===== config.mk =====
export PLATFORM = sky130hd
export DESIGN_NAME = seven_segment_digit_formatter_flat
export DESIGN_NICKNAME = d
export VERILOG_FILES = /design/src/rtl/core/ssdf_pkg.sv /design/src/rtl/core/ssdf_channels.sv /design/src/rtl/core/ssdf_bcd_serial.sv /design/src/rtl/core/seven_segment_digit_formatter.sv /design/src/flat_wrapper.sv
export SDC_FILE = /design/constraint.sdc
export NUM_CORES = 1
export LEC_CHECK = 0
export BUFFER_PORTS_ARGS = -buffer_cell sky130_fd_sc_hd__buf_2
export CAP_MARGIN = 15
export CORE_ASPECT_RATIO = 1.2
export CORE_MARGIN = 5
export CORE_UTILIZATION = 38
export CTS_CLUSTER_SIZE = 30
export DETAILED_ROUTE_END_ITERATION = 8
export PLACE_DENSITY = 0.58
export SYNTH_ARGS = -nofsm -noshare
export SYNTH_HDL_FRONTEND = slang
export SYNTH_HIERARCHICAL = 1
export SYNTH_SLANG_ARGS = --single-unit

===== constraint.sdc =====
create_clock -name clock -period 5.2 [get_ports clock]
set_clock_uncertainty 0.2 [all_clocks]
set_input_delay 0.26 -clock clock [delete_from_list [all_inputs] [get_ports clock]]
set_output_delay 0.26 -clock clock [all_outputs]
set_load 0.01 [all_outputs]

===== src/rtl/core/ssdf_pkg.sv =====
// Shared types and constants of the seven-segment digit formatter.
`default_nettype none

package ssdf_pkg;

   localparam int DIGIT_COUNT   = 8;
   localparam int SMALL_DIGITS  = 3;
   localparam int VALUE_WIDTH   = 32;
   localparam int CONVERT_STEPS = 32;

   typedef logic [3:0] digit_type;

   localparam digit_type CODE_BLANK = 4'd10;
   localparam digit_type CODE_DASH  = 4'd15;

   localparam logic [4:0]  WAIT_WRAP      = 5'd30;
   localparam logic [4:0]  WAIT_HALF      = 5'd15;
   localparam logic [15:0] BLINK_RESET_MS = 16'd500;
   // Smallest magnitude with more than eight decimal digits.
   localparam logic [31:0] NINE_DIGIT_MIN = 32'd100000000;

   typedef enum logic [2:0] {
      KIND_PLAIN        = 3'd0,
      KIND_ERROR        = 3'd1,
      KIND_COUNT_GRAMS  = 3'd2,
      KIND_COUNT        = 3'd3,
      KIND_WAITING      = 3'd4,
      KIND_DASHES       = 3'd5,
      KIND_SIGNED_BLINK = 3'd6,
      KIND_UNDEFINED    = 3'd7
   } kind_type;

   typedef enum logic [1:0] {
      ST_IDLE,
      ST_CONVERT,
      ST_EMIT
   } state_type;

   typedef struct packed {
      logic load;
      logic step;
   } bcd_ctrl_type;

endpackage

`default_nettype wire


===== src/rtl/core/ssdf_channels.sv =====
// Valid/ready channel interfaces for request and response transactions.
`default_nettype none

interface ssdf_req_if;
   logic        valid;
   logic        ready;
   logic [2:0]  kind;
   logic signed [31:0] number;
   logic [15:0] count;
   logic [15:0] grams;
   logic        blink_on;
   logic [31:0] now_ms;

   modport source (output valid, kind, number, count, grams, blink_on, now_ms,
                   input ready);
   modport sink   (input valid, kind, number, count, grams, blink_on, now_ms,
                   output ready);
endinterface

interface ssdf_rsp_if;
   logic       valid;
   logic       ready;
   logic [2:0] position;
   logic [3:0] digit_code;
   logic       last;

   modport source (output valid, position, digit_code, last, input ready);
   modport sink   (input valid, position, digit_code, last, output ready);
endinterface

`default_nettype wire


===== src/rtl/core/ssdf_bcd_serial.sv =====
// Bit-serial binary to BCD converter keeping the low decimal digits.
`default_nettype none

module ssdf_bcd_serial #(
   parameter int DIGITS = 8
) (
   input  wire logic                       clock,
   input  wire ssdf_pkg::bcd_ctrl_type     ctrl,
   input  wire logic [ssdf_pkg::VALUE_WIDTH-1:0] value,
   output logic [DIGITS-1:0][3:0]          digits
);

   logic [ssdf_pkg::VALUE_WIDTH-1:0] shift_ff, shift_in;
   logic [DIGITS-1:0][3:0]           digits_ff, digits_in;
   logic [DIGITS*4-1:0]              adjusted;

   // Add three to each digit of five or more, then shift in the next bit.
   // Carry out of the top digit drops, so the result is the value modulo 10^DIGITS.
   always_comb begin
      for (int i = 0; i < DIGITS; i++) begin
         adjusted[i*4 +: 4] = (digits_ff[i] >= 4'd5) ? digits_ff[i] + 4'd3 : digits_ff[i];
      end
      shift_in  = shift_ff;
      digits_in = digits_ff;
      if (ctrl.load) begin
         shift_in  = value;
         digits_in = '0;
      end else if (ctrl.step) begin
         shift_in  = {shift_ff[ssdf_pkg::VALUE_WIDTH-2:0], 1'b0};
         digits_in = {adjusted[DIGITS*4-2:0], shift_ff[ssdf_pkg::VALUE_WIDTH-1]};
      end
   end

   always_ff @(posedge clock) begin
      shift_ff  <= shift_in;
      digits_ff <= digits_in;
   end

   assign digits = digits_ff;

endmodule

`default_nettype wire


===== src/rtl/core/seven_segment_digit_formatter.sv =====
// Top level of the seven-segment digit formatter.
// A taken request is converted over 32 steps, one bit of the 32-bit value
// entering the BCD shift registers per cycle, before the first digit is offered.
// No new request is taken until 1 accept, 32 conversion steps and 8 digit
// transactions are through; the digit transactions wait while the response side stalls.
// Reset (synchronous, active high): idle, blink interval 500 ms, blink phase,
// last toggle time and waiting counter cleared.
`default_nettype none

module seven_segment_digit_formatter (
   input  wire logic         clock,
   input  wire logic         reset,
   ssdf_req_if.sink          req_bus,
   ssdf_rsp_if.source        rsp_bus,
   input  wire logic         csr_write_enable,
   input  wire logic [15:0]  csr_write_data
);

   // ---------------------------------------------------------------
   // Control and mode state
   // ---------------------------------------------------------------
   ssdf_pkg::state_type state_ff, state_in;
   logic [4:0]  step_ff, step_in;
   logic [2:0]  pos_ff, pos_in;

   logic [15:0] blink_interval_ff, blink_interval_in;
   logic        blink_phase_ff, blink_phase_in;
   logic [31:0] last_toggle_ff, last_toggle_in;
   logic [4:0]  wait_count_ff, wait_count_in;

   // Per-transaction payload held for the emission phase
   ssdf_pkg::kind_type kind_ff, kind_in;
   logic        neg_ff, neg_in;
   logic        big_ff, big_in;          // magnitude needs more than eight digits
   logic        show_ff, show_in;        // signed blink digits visible
   logic        dash_upper_ff, dash_upper_in;

   logic        req_accept;
   logic        rsp_accept;
   ssdf_pkg::bcd_ctrl_type bcd_ctrl;

   logic [31:0] magnitude;
   logic [31:0] elapsed;
   logic [4:0]  wait_next;

   logic [ssdf_pkg::DIGIT_COUNT-1:0][3:0]  num_digits;
   logic [ssdf_pkg::SMALL_DIGITS-1:0][3:0] count_digits;
   logic [ssdf_pkg::SMALL_DIGITS-1:0][3:0] grams_digits;
   logic [3:0]  top_pos;
   ssdf_pkg::digit_type code;

   assign req_accept = req_bus.valid && req_bus.ready;
   assign rsp_accept = rsp_bus.valid && rsp_bus.ready;

   // Magnitude of the signed value; the most negative value maps to 2^31.
   assign magnitude = req_bus.number[31] ? 32'(-req_bus.number) : 32'(req_bus.number);
   assign elapsed   = req_bus.now_ms - last_toggle_ff;
   assign wait_next = (wait_count_ff >= ssdf_pkg::WAIT_WRAP) ? 5'd0 : wait_count_ff + 5'd1;

   // ---------------------------------------------------------------
   // Sequencer: idle -> 32 conversion steps -> 8 digit transactions
   // ---------------------------------------------------------------
   always_comb begin
      state_in         = state_ff;
      step_in          = step_ff;
      pos_in           = pos_ff;
      req_bus.ready    = 1'b0;
      rsp_bus.valid    = 1'b0;
      bcd_ctrl.load    = 1'b0;
      bcd_ctrl.step    = 1'b0;
      unique case (state_ff)
         ssdf_pkg::ST_IDLE: begin
            // hold off requests while reset is asserted
            req_bus.ready = !reset;
            if (req_bus.valid && !reset) begin
               bcd_ctrl.load = 1'b1;
               step_in       = '0;
               state_in      = ssdf_pkg::ST_CONVERT;
            end
         end
         ssdf_pkg::ST_CONVERT: begin
            bcd_ctrl.step = 1'b1;
            step_in       = step_ff + 5'd1;
            if (step_ff == 5'(ssdf_pkg::CONVERT_STEPS - 1)) begin
               pos_in   = '0;
               state_in = ssdf_pkg::ST_EMIT;
            end
         end
         ssdf_pkg::ST_EMIT: begin
            rsp_bus.valid = 1'b1;
            if (rsp_bus.ready) begin
               pos_in = pos_ff + 3'd1;
               if (pos_ff == 3'(ssdf_pkg::DIGIT_COUNT - 1)) begin
                  state_in = ssdf_pkg::ST_IDLE;
               end
            end
         end
         default: begin
            state_in = ssdf_pkg::ST_IDLE;
         end
      endcase
   end

   always_ff @(posedge clock) begin
      if (reset) begin
         state_ff <= ssdf_pkg::ST_IDLE;
      end else begin
         state_ff <= state_in;
      end
   end

   always_ff @(posedge clock) begin
      step_ff <= step_in;
      pos_ff  <= pos_in;
   end

   // ---------------------------------------------------------------
   // Mode state: blink timer, waiting counter, configuration register.
   // Timer and counter update on the accepting edge, the register on a write; the display decision uses the old phase.
   // ---------------------------------------------------------------
   always_comb begin
      blink_interval_in = blink_interval_ff;
      blink_phase_in    = blink_phase_ff;
      last_toggle_in    = last_toggle_ff;
      wait_count_in     = wait_count_ff;
      kind_in           = kind_ff;
      neg_in            = neg_ff;
      big_in            = big_ff;
      show_in           = show_ff;
      dash_upper_in     = dash_upper_ff;

      if (csr_write_enable) begin
         blink_interval_in = csr_write_data;
      end

      if (req_accept) begin
         kind_in       = ssdf_pkg::kind_type'(req_bus.kind);
         neg_in        = req_bus.number[31];
         big_in        = magnitude >= ssdf_pkg::NINE_DIGIT_MIN;
         show_in       = !req_bus.blink_on || !blink_phase_ff;
         dash_upper_in = wait_next > ssdf_pkg::WAIT_HALF;

         if (ssdf_pkg::kind_type'(req_bus.kind) == ssdf_pkg::KIND_WAITING) begin
            wait_count_in = wait_next;
         end

         if (ssdf_pkg::kind_type'(req_bus.kind) == ssdf_pkg::KIND_SIGNED_BLINK) begin
            if (req_bus.blink_on) begin
               // toggle once the interval has strictly passed, wrap-safe
               if (elapsed > {16'd0, blink_interval_ff}) begin
                  blink_phase_in = !blink_phase_ff;
                  last_toggle_in = req_bus.now_ms;
               end
            end else begin
               blink_phase_in = 1'b0;
            end
         end
      end
   end

   always_ff @(posedge clock) begin
      if (reset) begin
         blink_interval_ff <= ssdf_pkg::BLINK_RESET_MS;
         blink_phase_ff    <= 1'b0;
         last_toggle_ff    <= '0;
         wait_count_ff     <= '0;
      end else begin
         blink_interval_ff <= blink_interval_in;
         blink_phase_ff    <= blink_phase_in;
         last_toggle_ff    <= last_toggle_in;
         wait_count_ff     <= wait_count_in;
      end
   end

   always_ff @(posedge clock) begin
      kind_ff       <= kind_in;
      neg_ff        <= neg_in;
      big_ff        <= big_in;
      show_ff       <= show_in;
      dash_upper_ff <= dash_upper_in;
   end

   // ---------------------------------------------------------------
   // Serial BCD converters: all three run in lockstep over 32 steps.
   // Count and grams are zero-extended so the leading zeros shift in first.
   // ---------------------------------------------------------------
   ssdf_bcd_serial #(
      .DIGITS (8)
   ) u_num_bcd (
      .clock  (clock),
      .ctrl   (bcd_ctrl),
      .value  (magnitude),
      .digits (num_digits)
   );

   ssdf_bcd_serial #(
      .DIGITS (3)
   ) u_count_bcd (
      .clock  (clock),
      .ctrl   (bcd_ctrl),
      .value  ({16'd0, req_bus.count}),
      .digits (count_digits)
   );

   ssdf_bcd_serial #(
      .DIGITS (3)
   ) u_grams_bcd (
      .clock  (clock),
      .ctrl   (bcd_ctrl),
      .value  ({16'd0, req_bus.grams}),
      .digits (grams_digits)
   );

   // Highest nonzero digit of the signed value, zero when the value is zero,
   // one past the display when the magnitude overflows eight digits.
   always_comb begin
      top_pos = 4'd0;
      for (int i = 0; i < ssdf_pkg::DIGIT_COUNT; i++) begin
         if (num_digits[i] != 4'd0) begin
            top_pos = 4'(i);
         end
      end
      if (big_ff) begin
         top_pos = 4'(ssdf_pkg::DIGIT_COUNT);
      end
   end

   // ---------------------------------------------------------------
   // Digit code for the current position
   // ---------------------------------------------------------------
   always_comb begin
      code = ssdf_pkg::CODE_BLANK;
      unique case (kind_ff)
         ssdf_pkg::KIND_PLAIN: begin
            code = num_digits[pos_ff];
         end
         ssdf_pkg::KIND_ERROR: begin
            if (!pos_ff[2]) begin
               code = ssdf_pkg::CODE_DASH;
            end else if (pos_ff[1:0] != 2'd3) begin
               code = grams_digits[pos_ff[1:0]];
            end
         end
         ssdf_pkg::KIND_COUNT_GRAMS: begin
            if (pos_ff[1:0] != 2'd3) begin
               code = pos_ff[2] ? count_digits[pos_ff[1:0]] : grams_digits[pos_ff[1:0]];
            end
         end
         ssdf_pkg::KIND_COUNT: begin
            if (!pos_ff[2] && pos_ff[1:0] != 2'd3) begin
               code = count_digits[pos_ff[1:0]];
            end
         end
         ssdf_pkg::KIND_WAITING: begin
            if (pos_ff[2]) begin
               code = dash_upper_ff ? ssdf_pkg::CODE_DASH : ssdf_pkg::CODE_BLANK;
            end else if (pos_ff[1:0] != 2'd3) begin
               code = count_digits[pos_ff[1:0]];
            end
         end
         ssdf_pkg::KIND_DASHES: begin
            code = ssdf_pkg::CODE_DASH;
         end
         ssdf_pkg::KIND_SIGNED_BLINK: begin
            if (show_ff) begin
               if ({1'b0, pos_ff} <= top_pos) begin
                  code = num_digits[pos_ff];
               end else if (neg_ff && ({1'b0, pos_ff} == top_pos + 4'd1)) begin
                  code = ssdf_pkg::CODE_DASH;
               end
            end
         end
         ssdf_pkg::KIND_UNDEFINED: begin
            code = ssdf_pkg::CODE_BLANK;
         end
         default: begin
            code = ssdf_pkg::CODE_BLANK;
         end
      endcase
   end

   assign rsp_bus.position   = pos_ff;
   assign rsp_bus.digit_code = code;
   assign rsp_bus.last       = (pos_ff == 3'(ssdf_pkg::DIGIT_COUNT - 1));

endmodule

`default_nettype wire


===== src/flat_wrapper.sv =====
// flat-port wrapper written by rule: the top's interface ports become plain ports
module seven_segment_digit_formatter_flat 
  (clock, reset, csr_write_enable, csr_write_data, req_bus_valid, req_bus_kind, req_bus_number, req_bus_count, req_bus_grams, req_bus_blink_on, req_bus_now_ms, req_bus_ready, rsp_bus_valid, rsp_bus_position, rsp_bus_digit_code, rsp_bus_last, rsp_bus_ready);
  ssdf_req_if req_bus_i ();
  ssdf_rsp_if rsp_bus_i ();
  input  wire logic clock;
  input  wire logic reset;
  input  wire logic csr_write_enable;
  input  wire logic [15:0] csr_write_data;
  input wire logic [$bits(req_bus_i.valid)-1:0] req_bus_valid;
  input wire logic [$bits(req_bus_i.kind)-1:0] req_bus_kind;
  input wire logic [$bits(req_bus_i.number)-1:0] req_bus_number;
  input wire logic [$bits(req_bus_i.count)-1:0] req_bus_count;
  input wire logic [$bits(req_bus_i.grams)-1:0] req_bus_grams;
  input wire logic [$bits(req_bus_i.blink_on)-1:0] req_bus_blink_on;
  input wire logic [$bits(req_bus_i.now_ms)-1:0] req_bus_now_ms;
  output wire logic [$bits(req_bus_i.ready)-1:0] req_bus_ready;
  output wire logic [$bits(rsp_bus_i.valid)-1:0] rsp_bus_valid;
  output wire logic [$bits(rsp_bus_i.position)-1:0] rsp_bus_position;
  output wire logic [$bits(rsp_bus_i.digit_code)-1:0] rsp_bus_digit_code;
  output wire logic [$bits(rsp_bus_i.last)-1:0] rsp_bus_last;
  input wire logic [$bits(rsp_bus_i.ready)-1:0] rsp_bus_ready;
  assign req_bus_i.valid = req_bus_valid;
  assign req_bus_i.kind = req_bus_kind;
  assign req_bus_i.number = req_bus_number;
  assign req_bus_i.count = req_bus_count;
  assign req_bus_i.grams = req_bus_grams;
  assign req_bus_i.blink_on = req_bus_blink_on;
  assign req_bus_i.now_ms = req_bus_now_ms;
  assign req_bus_ready = req_bus_i.ready;
  assign rsp_bus_valid = rsp_bus_i.valid;
  assign rsp_bus_position = rsp_bus_i.position;
  assign rsp_bus_digit_code = rsp_bus_i.digit_code;
  assign rsp_bus_last = rsp_bus_i.last;
  assign rsp_bus_i.ready = rsp_bus_ready;
  seven_segment_digit_formatter u_core (.clock(clock), .reset(reset), .req_bus(req_bus_i), .rsp_bus(rsp_bus_i), .csr_write_enable(csr_write_enable), .csr_write_data(csr_write_data));
endmodule

==> impl_metrics.toml <==
[timing]
slew_headroom = 0.396
rsz0062_at_grt = "no"
timing.final.crit_share = 0.885
max_freq_mhz = 217
tightestPinTransition_ns = 0.904
final.setup.tns_ns = 0
fin_crit_ns = 4.60
hold_viol = 0
slew_viol_final = 0
hold_slack_ns = 0.0253
setup_viol = 0

[floorplanning]
die_w_um = 188
dieHeight_um = 224
core_region_area_mm2 = 0.0377
die_area_mm2 = 0.0420
initial_core_util = 0.384
num_rows = 78
ios = 131

[grt]
grt_antenna_before_repair = 1
grt_pass1_vias = 11700
grt.total_usage = 0.159
grt_overflow = 0
grt_pass1_wl_um = 57000
grt_start_max_net_pins = 56

[synth]
yosys_warnings = 6
async_reset_ff_frac = 0
synth_area_per_cell_um2 = 9.46
ys_seq_area_frac = 0.386
syn_inst = 1528
netlist_area_mm2 = 0.0145
synth-seq-cells = 223
synth_edf_count = 111
synth_ff_type = "dfxtp_1"
ys_types = 86

[place]
place_congestion = 0.861
io_buffers = 130
dp_hpwl_um = 24600

[worst_setup_path]
path_max_fanout = 29
crit_type = "in -> reg"
slowest_stage = "dlygate4sd3_1"
path_cells = "dlygate4sd3_1 -> buf_2 -> inv_1 -> ha_1 -> fa_1 -> nand2b_1 -> a21oi_1 -> o21ai_1 -> nor2b_1 -> xnor2_1 -> ha_1 -> a21oi_1 -> nor2b_1 -> o21ai_0 -> a32oi_1 -> nor4_1 -> and4_1 -> a21o_1 -> buf_12 -> mux2_1"
max_stage_delay_ns = 0.52
worstPathRequired_ns = 5.42
setup.worst_path.end_class = "register"
worstSetupStartpointType = "input port"
cp.arrival_ns = 4.82

[outcome]
status = "finished clean"

[cts]
cts-resized-gates = 0
cts_tree = "done"
clock_sinks = 223
cts_buffer_depth = 3
root_buffer = "clkbuf_16"
clk-insertion-delay-late_ns = 0.53
cts.reportedPaths.clkPinSlew_ns = 0.06
cts_buffers = 26
htree_levels = 1

[cells_and_area]
layout-drive-gt1-share = 0.170
final_common_cell = "nand2_1"
fill_cells = 3584
syn2layout_area_growth_pct = 20.4
fin_util = 0.462
multi_input_area_mm2 = 0.00824
layout_common_cells = "131 x nand2_1, 130 x buf_2, 121 x nor2_1"
fin_nets = 1962
regArea_mm2 = 0.00558

[route]
drt-vias-per-instance = 5.31
drc = 0
drt_iter0_drc = 645
num_vias = 12000
wl_per_cell_um = 15.5
wl_um = 34900
ant_nets = 0
first_pass_iters = 5

[power_and_ir_drop]
internal_power_mw = 4.05
netSwitchingPower_mw = 1.98
pwr_density_cell_mw_per_mm2 = 347
power.total_mw = 6.04
pwr-share-comb = 0.282
vdd_ir_drop_max_mv = 0.231
p_leak_nw = 6.79
switching_share = 0.328
pwr-share-seq = 0.413
clockPowerShare = 0.305

[run]
max_cap_violations = 0

[min_path]
hp-class = "in -> reg"
==> per-stage QoR <==
| stage | setup WS (ns) | std cells | cell area (µm²) |
|---|---|---|---|
| after floorplan | 1.33 | 1559 | 14600 |
| after global placement | 0.679 | 2110 | 15600 |
| after detailed placement | 0.624 | 2110 | 15600 |
| after CTS | 0.660 | 2251 | 17400 |
| after global routing | 0.262 | 2253 | 17400 |
| final | 0.598 | 2253 | 17400 |
==> cell usage after synthesis, types with 5 or more instances <==
library cell / number / share of area
a211oi_1: 11 / 0.0057
a21o_1: 20 / 0.010
a21oi_1: 88 / 0.030
a31oi_1: 16 / 0.0069
and2_1: 20 / 0.0087
buf_2: 30 / 0.010
clkbuf_1: 32 / 0.0083
dfxtp_1: 112 / 0.16
edfxtp_1: 111 / 0.23
ha_1: 88 / 0.076
inv_1: 114 / 0.030
mux2_1: 32 / 0.025
mux2_2: 82 / 0.064
mux2i_1: 39 / 0.027
mux4_2: 8 / 0.012
nand2_1: 131 / 0.034
nand2b_1: 23 / 0.010
nand3_1: 22 / 0.0076
nand3b_1: 10 / 0.0052
nand4_1: 25 / 0.011
nand4b_1: 8 / 0.0048
nor2_1: 121 / 0.031
nor2b_1: 10 / 0.0043
nor3_1: 29 / 0.010
nor4_1: 10 / 0.0043
o211ai_1: 14 / 0.0073
o21a_1: 7 / 0.0036
o21ai_0: 78 / 0.027
o21ai_1: 12 / 0.0042
o22ai_1: 11 / 0.0048
o311ai_0: 5 / 0.0030
o31ai_1: 9 / 0.0047
o32ai_1: 21 / 0.013
or3_1: 7 / 0.0030
or4_1: 5 / 0.0026
or4b_1: 6 / 0.0042
xnor2_1: 45 / 0.027
xor2_1: 18 / 0.011
==> power groups by stage <==
| stage | logic [mW] | registers [mW] | clock network (mW) |
|---|---|---|---|
| final | 1.70 | 2.49 | 1.84 |
| after detailed placement | 1.63 | 2.53 | 0 |
| after global placement | 1.58 | 2.52 | 0 |
| after global routing | 1.92 | 2.54 | 1.99 |
| after CTS | 1.69 | 2.49 | 1.91 |
| after floorplan | 1.30 | 2.41 | 0 |
==> critical path: cells and delay by family <==
family	cells	cell delay [ns]
AOI/OAI and AO/OA	6	1.34
and+or+nand+nor	5	1.00
buffers and inverters	4	0.91
adders and majority gates	3	0.79
muxes	1	0.34
xor gates and xnor gates	1	0.15
==> routing by layer <==
layer  GRT usage  wire [µm]  up-vias
met5           0          0        -
met3      0.0196       1230       55
met2       0.285      17400      230
met4      0.0467        755        0
li1            -          -     5995
met1       0.201      15600     5691
==> final timing paths <==
path | start | endpoint | slack [ns] | depth (start not counted)
max | req_bus_now_ms[0] | u_core/last_toggle_ff[26] | 0.60 | 20
min | req_bus_number[18] | u_core/u_num_bcd/shift_ff[18] | 0.03 | 3
min reg2reg | u_core/last_toggle_ff[19] | u_core/last_toggle_ff[19] | 0.26 | 2
max reg2reg | u_core/last_toggle_ff[0] | u_core/last_toggle_ff[26] | 0.69 | 17
==> final cells by class <==
type                            count  area share
Multi-Input combinational cell   1150       0.473
Sequential cell                   223       0.320
Tap cell                          480      0.0345
Clock buffer                       34      0.0421
Timing Repair Buffer              234      0.0969
Clock inverter                     14     0.00762
Inverter                          117      0.0252
Antenna cell                        1    0.000144
==> repair_timing <==
| item | 4_1_cts | 5_1_grt |
|---|---|---|
| setup buffers | 0 | 0 |
| hold endpoints to repair | 98 | 0 |
| hold buffers | 93 | 0 |
==> state kept, by name, summed over array words and instances (netlist names) <==
signal,count
u_core/u_count_bcd/shift_ff,32
u_core/u_num_bcd/digits,32
u_core/last_toggle_ff,32
u_core/u_count_bcd/digits,12
u_core/wait_count_ff,5
u_core/u_grams_bcd/shift_ff,32
u_core/kind_ff,3
u_core/state_ff,2
u_core/big_ff,1
u_core/show_ff,1
u_core/step_ff,5
u_core/u_grams_bcd/digits,12
u_core/dash_upper_ff,1
u_core/neg_ff,1
u_core/rsp_bus.position,3
u_core/blink_interval_ff,16
u_core/blink_phase_ff,1
u_core/u_num_bcd/shift_ff,32
==> logic make-up after synthesis <==
logic type                 Yosys count  synth area share
and+or+nand+nor                    455             0.159
AOI/OAI and AO/OA                  350             0.158
DFF                                223             0.386
buffers and inverters              186            0.0525
muxes                              161             0.128
adders and majority gates           89            0.0776
xor gates and xnor gates            63            0.0382
other                                1          0.000259
Power figures use the tool's default switching activity.
